===== config.mk =====
export PLATFORM = sky130hd
export DESIGN_NAME = multi_slot_countdown_timer_table
export DESIGN_NICKNAME = d
export VERILOG_FILES = /design/src/sv/mstt_pkg.sv /design/src/sv/mstt_ram.sv /design/src/sv/mstt_dpath.sv /design/src/sv/mstt_ctrl.sv /design/src/sv/multi_slot_countdown_timer_table.sv
export SDC_FILE = /design/constraint.sdc
export NUM_CORES = 1
export LEC_CHECK = 0
export BUFFER_PORTS_ARGS = -buffer_cell sky130_fd_sc_hd__buf_2
export CORE_ASPECT_RATIO = 2
export CORE_MARGIN = 10
export CORE_UTILIZATION = 55
export DETAILED_ROUTE_END_ITERATION = 16
export PLACE_DENSITY = 0.71
export SLEW_MARGIN = 40
export SYNTH_ARGS = -nofsm -noshare
export SYNTH_HDL_FRONTEND = slang
export SYNTH_SLANG_ARGS = --single-unit

===== constraint.sdc =====
create_clock -name clk -period 5.6 [get_ports clk]
set_clock_uncertainty 0.2 [all_clocks]
set_input_delay 0.84 -clock clk [delete_from_list [all_inputs] [get_ports clk]]
set_output_delay 0.84 -clock clk [all_outputs]
set_load 0.02 [all_outputs]

===== src/sv/mstt_pkg.sv =====
// Package for the countdown timer table: item types, codes and control bundles.
`timescale 1ns / 1ps

package mstt_pkg;

  // Default number of timer slots.
  localparam int SLOT_COUNT_DEF = 16;

  // A single tick reports at most this many expiries.
  localparam int MAX_RESULTS = 16;

  // Request action codes.
  localparam logic [1:0] ACT_ADD    = 2'd0;
  localparam logic [1:0] ACT_REMOVE = 2'd1;
  localparam logic [1:0] ACT_TICK   = 2'd2;

  // Result kind codes.
  localparam logic [1:0] KIND_ADD    = 2'd0;
  localparam logic [1:0] KIND_REMOVE = 2'd1;
  localparam logic [1:0] KIND_EXPIRY = 2'd2;

  typedef struct packed {
    logic [1:0]  action;
    logic [4:0]  slot_index;
    logic [31:0] duration;
    logic [15:0] callback_tag;
  } req_t;

  typedef struct packed {
    logic [1:0]  result_kind;
    logic [3:0]  slot_number;
    logic [15:0] expired_tag;
    logic        status;
    logic        last;
  } res_t;

  // Commands from the controller to the datapath.
  typedef struct packed {
    logic load;
    logic add_step;
    logic rem_do;
    logic tick_issue;
    logic tick_flush;
  } cmd_t;

  // Status from the datapath to the controller.
  typedef struct packed {
    logic slot_free;
    logic idx_last;
  } stat_t;

endpackage


===== src/sv/mstt_ram.sv =====
// Generic single-write, single-read RAM with registered read data.
`timescale 1ns / 1ps

module mstt_ram #(
  parameter int WIDTH = 32,
  parameter int DEPTH = 16,
  localparam int ADDR_W = (DEPTH > 1) ? $clog2(DEPTH) : 1
) (
  input  logic              clk,
  input  logic              we,
  input  logic [ADDR_W-1:0] waddr,
  input  logic [WIDTH-1:0]  wdata,
  input  logic [ADDR_W-1:0] raddr,
  output logic [WIDTH-1:0]  rdata
);

  logic [WIDTH-1:0] mem [DEPTH];

  always_ff @(posedge clk) begin
    if (we) begin
      mem[waddr] <= wdata;
    end
    rdata <= mem[raddr];
  end

endmodule


===== src/sv/mstt_dpath.sv =====
// Datapath of the timer table: slot state, scan index, timer memories and result register.
`timescale 1ns / 1ps

module mstt_dpath #(
  parameter int SLOT_COUNT = mstt_pkg::SLOT_COUNT_DEF,
  localparam int IDX_W = (SLOT_COUNT > 1) ? $clog2(SLOT_COUNT) : 1
) (
  input  logic                clk,
  input  logic                rst,
  input  mstt_pkg::req_t      request,
  input  mstt_pkg::cmd_t      cmd,
  output mstt_pkg::stat_t     stat,
  output mstt_pkg::res_t      result,
  output logic                result_valid
);

  localparam int N_W = $clog2(mstt_pkg::MAX_RESULTS + 1);

  typedef logic [IDX_W-1:0] idx_t;

  mstt_pkg::req_t  req;
  logic [SLOT_COUNT-1:0] active;
  idx_t            idx;
  logic            eval_valid;
  idx_t            eval_idx;
  logic [N_W-1:0]  n_emit;
  logic            pend_valid;
  logic [3:0]      pend_slot;
  logic [15:0]     pend_tag;

  logic            ram_we;
  idx_t            ram_waddr;
  logic [31:0]     ticks_wdata;
  logic            tag_we;
  logic [31:0]     ticks_rdata;
  logic [15:0]     tag_rdata;

  logic            rem_null;
  idx_t            rem_idx;
  logic            eval_act;
  logic            eval_due;
  logic            eval_emit;

  assign stat.slot_free = ~active[idx];
  assign stat.idx_last  = (idx == idx_t'(SLOT_COUNT - 1));

  assign rem_null = ({2'b00, req.slot_index} >= 7'(SLOT_COUNT));
  assign rem_idx  = idx_t'(req.slot_index);

  assign eval_act  = eval_valid & active[eval_idx];
  assign eval_due  = (ticks_rdata <= 32'd1);
  assign eval_emit = eval_act & eval_due & (n_emit < N_W'(mstt_pkg::MAX_RESULTS));

  // Memory write port: add stores the new duration; a tick writes back the count.
  always_comb begin
    ram_we      = 1'b0;
    tag_we      = 1'b0;
    ram_waddr   = idx;
    ticks_wdata = req.duration;
    if (cmd.add_step && !active[idx]) begin
      ram_we = 1'b1;
      tag_we = 1'b1;
    end else if (eval_act && !eval_emit) begin
      ram_we      = 1'b1;
      ram_waddr   = eval_idx;
      ticks_wdata = eval_due ? 32'd0 : (ticks_rdata - 32'd1);
    end
  end

  mstt_ram #(
    .WIDTH (32),
    .DEPTH (SLOT_COUNT)
  ) u_ticks_ram (
    .clk   (clk),
    .we    (ram_we),
    .waddr (ram_waddr),
    .wdata (ticks_wdata),
    .raddr (idx),
    .rdata (ticks_rdata)
  );

  mstt_ram #(
    .WIDTH (16),
    .DEPTH (SLOT_COUNT)
  ) u_tag_ram (
    .clk   (clk),
    .we    (tag_we),
    .waddr (idx),
    .wdata (req.callback_tag),
    .raddr (idx),
    .rdata (tag_rdata)
  );

  // Control state.
  always_ff @(posedge clk) begin
    if (rst) begin
      active       <= '0;
      eval_valid   <= 1'b0;
      pend_valid   <= 1'b0;
      result_valid <= 1'b0;
      idx          <= '0;
      n_emit       <= '0;
    end else begin
      result_valid <= 1'b0;
      eval_valid   <= cmd.tick_issue;
      if (cmd.load) begin
        idx        <= '0;
        n_emit     <= '0;
        pend_valid <= 1'b0;
      end
      if (cmd.add_step) begin
        if (!active[idx]) begin
          active[idx]  <= 1'b1;
          result_valid <= 1'b1;
        end else if (stat.idx_last) begin
          result_valid <= 1'b1;
        end else begin
          idx <= idx + idx_t'(1);
        end
      end
      if (cmd.rem_do) begin
        result_valid <= 1'b1;
        if (!rem_null) begin
          active[rem_idx] <= 1'b0;
        end
      end
      if (cmd.tick_issue && !stat.idx_last) begin
        idx <= idx + idx_t'(1);
      end
      if (eval_emit) begin
        active[eval_idx] <= 1'b0;
        n_emit           <= n_emit + N_W'(1);
        pend_valid       <= 1'b1;
        if (pend_valid) begin
          result_valid <= 1'b1;
        end
      end
      if (cmd.tick_flush) begin
        pend_valid <= 1'b0;
        if (pend_valid) begin
          result_valid <= 1'b1;
        end
      end
    end
  end

  // Payload registers.
  always_ff @(posedge clk) begin
    if (cmd.load) begin
      req <= request;
    end
    if (cmd.tick_issue) begin
      eval_idx <= idx;
    end
    if (cmd.add_step) begin
      result.result_kind <= mstt_pkg::KIND_ADD;
      result.expired_tag <= 16'd0;
      result.last        <= 1'b1;
      if (!active[idx]) begin
        result.slot_number <= 4'(idx);
        result.status      <= 1'b0;
      end else begin
        result.slot_number <= 4'd0;
        result.status      <= 1'b1;
      end
    end
    if (cmd.rem_do) begin
      result.result_kind <= mstt_pkg::KIND_REMOVE;
      result.slot_number <= 4'd0;
      result.expired_tag <= 16'd0;
      result.status      <= rem_null;
      result.last        <= 1'b1;
    end
    if (eval_emit) begin
      pend_slot <= 4'(eval_idx);
      pend_tag  <= tag_rdata;
      result.result_kind <= mstt_pkg::KIND_EXPIRY;
      result.slot_number <= pend_slot;
      result.expired_tag <= pend_tag;
      result.status      <= 1'b0;
      result.last        <= 1'b0;
    end
    if (cmd.tick_flush) begin
      result.result_kind <= mstt_pkg::KIND_EXPIRY;
      result.slot_number <= pend_slot;
      result.expired_tag <= pend_tag;
      result.status      <= 1'b0;
      result.last        <= 1'b1;
    end
  end

endmodule


===== src/sv/mstt_ctrl.sv =====
// Controller of the timer table: sequences add, remove and tick items.
`timescale 1ns / 1ps

module mstt_ctrl (
  input  logic            clk,
  input  logic            rst,
  input  logic            start,
  input  logic [1:0]      action,
  input  mstt_pkg::stat_t stat,
  output mstt_pkg::cmd_t  cmd,
  output logic            busy
);

  typedef enum logic [2:0] {
    S_IDLE,
    S_ADD_SCAN,
    S_REMOVE,
    S_TICK_SCAN,
    S_TICK_WAIT,
    S_TICK_FLUSH
  } state_t;

  state_t state;

  always_comb begin
    cmd            = '0;
    cmd.load       = start & ~busy;
    cmd.add_step   = (state == S_ADD_SCAN);
    cmd.rem_do     = (state == S_REMOVE);
    cmd.tick_issue = (state == S_TICK_SCAN);
    cmd.tick_flush = (state == S_TICK_FLUSH);
  end

  always_ff @(posedge clk) begin
    if (rst) begin
      state <= S_IDLE;
      busy  <= 1'b0;
    end else begin
      unique case (state)
        S_IDLE: begin
          if (start) begin
            unique case (action)
              mstt_pkg::ACT_ADD: begin
                state <= S_ADD_SCAN;
                busy  <= 1'b1;
              end
              mstt_pkg::ACT_REMOVE: begin
                state <= S_REMOVE;
                busy  <= 1'b1;
              end
              mstt_pkg::ACT_TICK: begin
                state <= S_TICK_SCAN;
                busy  <= 1'b1;
              end
              default: begin
                state <= S_IDLE;
              end
            endcase
          end
        end
        S_ADD_SCAN: begin
          if (stat.slot_free || stat.idx_last) begin
            state <= S_IDLE;
            busy  <= 1'b0;
          end
        end
        S_REMOVE: begin
          state <= S_IDLE;
          busy  <= 1'b0;
        end
        S_TICK_SCAN: begin
          if (stat.idx_last) begin
            state <= S_TICK_WAIT;
          end
        end
        S_TICK_WAIT: begin
          state <= S_TICK_FLUSH;
        end
        S_TICK_FLUSH: begin
          state <= S_IDLE;
          busy  <= 1'b0;
        end
        default: begin
          state <= S_IDLE;
          busy  <= 1'b0;
        end
      endcase
    end
  end

endmodule


===== src/sv/multi_slot_countdown_timer_table.sv =====
// Top level of the multi-slot countdown timer table.
`timescale 1ns / 1ps

// A table of SLOT_COUNT one-shot countdown timers driven by request items.
// A request item is taken at a rising edge where start is high and busy is
// low. Add takes the lowest free slot, remove frees a named slot, and tick
// counts every active timer down, reporting each timer that runs out.
// Every result item appears on result for exactly one cycle, marked by
// result_valid; the receiver cannot stall, so results are never held back.
// The final result caused by one request item carries last.
// Sequence of each item, from the accepting edge to the result register:
//   add:    the scan starts at slot 0 and stops at the first free slot,
//           or at the last slot when full; the result is registered and
//           busy drops at the same edge.
//   remove: the remove state registers the result and drops busy.
//   tick:   a wait state and a flush state follow the scan. Expiry
//           results come out as the scan runs, each held back until the
//           next is found; the flush state registers the last, if any.
// The scan runs at one slot per cycle, paced by the single read port of the
// count and tag memories. An item whose action code is unused yields no
// result and keeps busy low. Synchronous reset frees every slot and drops
// busy and result_valid; the memories need no clearing.
module multi_slot_countdown_timer_table #(
  parameter int SLOT_COUNT = mstt_pkg::SLOT_COUNT_DEF
) (
  input  logic           clk,
  input  logic           rst,
  input  logic           start,
  output logic           busy,
  input  mstt_pkg::req_t request,
  output mstt_pkg::res_t result,
  output logic           result_valid
);

  mstt_pkg::cmd_t  cmd;
  mstt_pkg::stat_t stat;

  // The controller walks through the steps of each item.
  mstt_ctrl u_ctrl (
    .clk    (clk),
    .rst    (rst),
    .start  (start),
    .action (request.action),
    .stat   (stat),
    .cmd    (cmd),
    .busy   (busy)
  );

  // The datapath holds the slot table and builds the result items.
  mstt_dpath #(
    .SLOT_COUNT (SLOT_COUNT)
  ) u_dpath (
    .clk          (clk),
    .rst          (rst),
    .request      (request),
    .cmd          (cmd),
    .stat         (stat),
    .result       (result),
    .result_valid (result_valid)
  );

endmodule


==> qor.csv <==
stage;metric;value;unit
placement;dpl hpwl;48000;um
synth;Yosys warning count;0;
timing;Slew @ Worst Pin;0.775;ns
worst_setup_path;Critical Path Max Stage Delay;0.69;ns
flow_run;MaxCap Viol Count;0;
worst_setup_path;slowest cell on the critical path;dfxtp_4;
global_routing;initial antenna violation count;1;
synth;share of synthesized registers carrying an async set or reset;0;%
synth;most common cell in the netlist;edfxtp_1;
worst_hold_path;Hold Crit Class;input pin to flop;
drt;antenna viol nets, final;0;
worst_setup_path;critical path fanouts, max;32;
placement;placed cells;2668;
cells_and_area;n_diodes;0;
pwr;Max IR drop VDD;0.000286;V
placement;IO buf count;83;
worst_setup_path;Setup crit end kind;flop;
global_routing;number of global-route vias before repair;18700;
clock_network;clock root buffer;clkbuf_16;
drt;drt drc;0;
cells_and_area;final core occ;62.7;%
drt;DRT Pass-1 Iters;5;
clock_network;CTS tree;built;
clock_network;Clk Latency, worst-skew pair;0.65;ns
floorplan;# rows;133;
timing;Final Hold Viols;0;
clock_network;Clock Tree Buf Depth;3;
cells_and_area;Layout Nets;1941;
cells_and_area;share of cells above drive strength 1;29.7;%
synth;mapped cell area;36200;um^2
global_routing;pin count of the biggest net entering global routing;81;
clock_network;clk slew on worst S/H paths;0.07;ns
synth;ys flop type;edfxtp_1;
synth;synthesized flop and latch total;949;
synth;Post-synth top cells;edfxtp_1 (865), mux4_2 (246), dfxtp_1 (84), nand2_1 (64);
timing;Worst slew margin;47.8;%
floorplan;I/O pin count;84;
floorplan;Die Area;77100;um^2
clock_network;Setup Fix Bufs, Post-CTS;0;
synth;register area share after synthesis;76.4;%
synth;Synth area leader;edfxtp_1;
cells_and_area;P&R area growth vs syn;13.6;%
clock_network;cts bufs inserted;79;
timing;Slew Limit Fails;0;
timing;RSZ-0062 raised after global routing;false;
floorplan;Initial Utilization;55.2;%
clock_network;H-Tree Depth;3;
timing;final worst-path cycle share;71.4;%
global_routing;GRT overflow;0;
synth;Synth Net Count;1781;
drt;final WL;79100;um
synth;Post-synth EDFFs;865;
floorplan;Vert. Die Dim;383;um
worst_setup_path;critical path cell sequence;mux2i_1 -> mux4_2 -> a22oi_4 -> nand3_4 -> o32ai_4 -> buf_4;
worst_setup_path;Critical Path AT;4.06;ns
pwr;P_leak;12.8;nW
timing;Final setup viols;0;
worst_setup_path;CP Launch Type;flop;
clock_network;hold_buf cts;0;
global_routing;global-route usage over all layers;20.8;%
pwr;Power Density;344;nW/um^2
cells_and_area;Final Non-Filler Cells;2816;
synth;post-synth cell types;55;
worst_setup_path;WP data required;5.66;ns
synth;Synth area leaders;edfxtp_1 (72%), mux4_2 (15%), dfxtp_1 (4.6%), o21ai_0 (0.69%), nand2_1 (0.66%);
timing;Max Freq;250;MHz
global_routing;first-pass GRT wire length;119000;um
worst_setup_path;kind of critical path;flop to flop;
drt;DR vias/cell;6.16;
clock_network;# clock sinks;949;
drt;Via Count;17400;
timing;post-route minimum period;4.00;ns
synth;Synth top area share;71.8;%
drt;Wirelength per Cell;28.1;um
cells_and_area;design area;41100;um^2
placement;GP Congestion;0.871;
clock_network;Post-CTS Resized;0;
synth;Mean Syn Cell Area;21.1;um^2
floorplan;die width;201;um
synth;Post-Synthesis Cells;1712;
floorplan;Core ar.;65600;um^2
drt;1st-iter DRT viols;1410;
placement;placed inst area;38300;um^2
cells_and_area;filler cell count;4444;
outcome;status;finished, final reports clean;
timing;setup TNS;0;ns
timing;final hold slack;0.158;ns
[registers in the layout, summed over array words and instances, names as in the netlist, 3 cells and up]
signal                     cells
u_dpath.req                   49
u_dpath.u_ticks_ram.mem      512
u_ctrl.state                   3
u_dpath.n_emit                 5
u_dpath.pend_slot              4
u_dpath.rem_idx                4
u_dpath.eval_idx               4
u_dpath.pend_tag              16
u_dpath.u_tag_ram.rdata       16
u_dpath.u_ticks_ram.rdata     32
u_dpath.active                16
u_dpath.idx                    4
u_dpath.result                24
u_dpath.u_tag_ram.mem        256
[final cells by class]
class                   count  area [um^2]  share of cell area (%)
flip-flops and latches    949        27700                    67.3
multi-input cells         666         8480                    20.6
clock buffers             106         2190                    5.33
well taps                 877         1100                    2.67
repair buffers            162         1050                    2.55
clock inverters            42          573                    1.39
inverters                  14         55.1                   0.134
[routing by layer]
metal	vias up	track usage [%]	share of wire (%)
li1	7399	-	-
met1	9163	23.2	35
met2	618	38.6	56
met3	174	3.26	4.9
met4	2	9.05	3.9
met5	-	0	0.014
[cells in the final DEF, fill, tap and decap left out, types with 10 or more instances in the layout]
master / n
edfxtp_1: 865
mux4_2: 246
buf_2: 84
clkbuf_16: 81
dfxtp_1: 80
buf_4: 72
nand2_1: 64
o21ai_0: 48
a21oi_1: 39
nor2_1: 35
and2_1: 32
xnor2_1: 24
clkbuf_1: 18
o32ai_4: 16
clkinv_2: 14
mux2i_1: 13
inv_1: 13
nand3_1: 13
a31oi_1: 12
bufinv_16: 12
nand2b_1: 11
ha_1: 11
nor3_1: 10
[stage by stage]
stage,setup WS [ns],power [mW]
finish,1.60,14.1
global route,1.41,14.6
CTS,1.52,14.3
detailed placement,1.53,8.49
global placement,1.46,8.48
floorplan,0.615,8.30
[critical path, delay by kind of cell (launching register included)]
| family | cells | cell delay, ns |
|---|---|---|
| AOI/OAI and AO/OA | 2 | 0.78 |
| muxes | 2 | 0.74 |
| DFF | 1 | 0.69 |
| buffers and inverters | 1 | 0.60 |
| and+or+nand+nor | 1 | 0.55 |
[cell families after synthesis]
kind of cell    Yosys count  synth area share (%)
compound gates          142                  2.35
xor+xnor                 29                 0.702
fa+ha+maj                11                 0.380
buf+inv                  97                  1.13
flops                   949                  76.4
mux                     260                  15.7
simple gates            224                  3.29
[power breakdown]
part	internal [mW]	total, mW	switching, mW
Sequential	7.85	7.94	0.0943
Combinational	0.152	0.397	0.245
Clock	3.34	5.80	2.46
Total	11.3	14.1	2.80
[worst paths after layout]
path / from / to / slack, ns / depth (start not counted)
worst min-delay path: request[28] / u_dpath.req[28] / 0.16 / 1
worst max-delay path: u_dpath.idx[0] / u_dpath.u_ticks_ram.mem[10][8] / 1.60 / 6
worst min register to register: u_dpath.u_tag_ram.rdata[13] / u_dpath.pend_tag[13] / 0.20 / 0
worst max register to register: u_dpath.idx[0] / u_dpath.u_ticks_ram.mem[10][8] / 1.60 / 6
No activity file was read; power rests on OpenSTA's default activity.
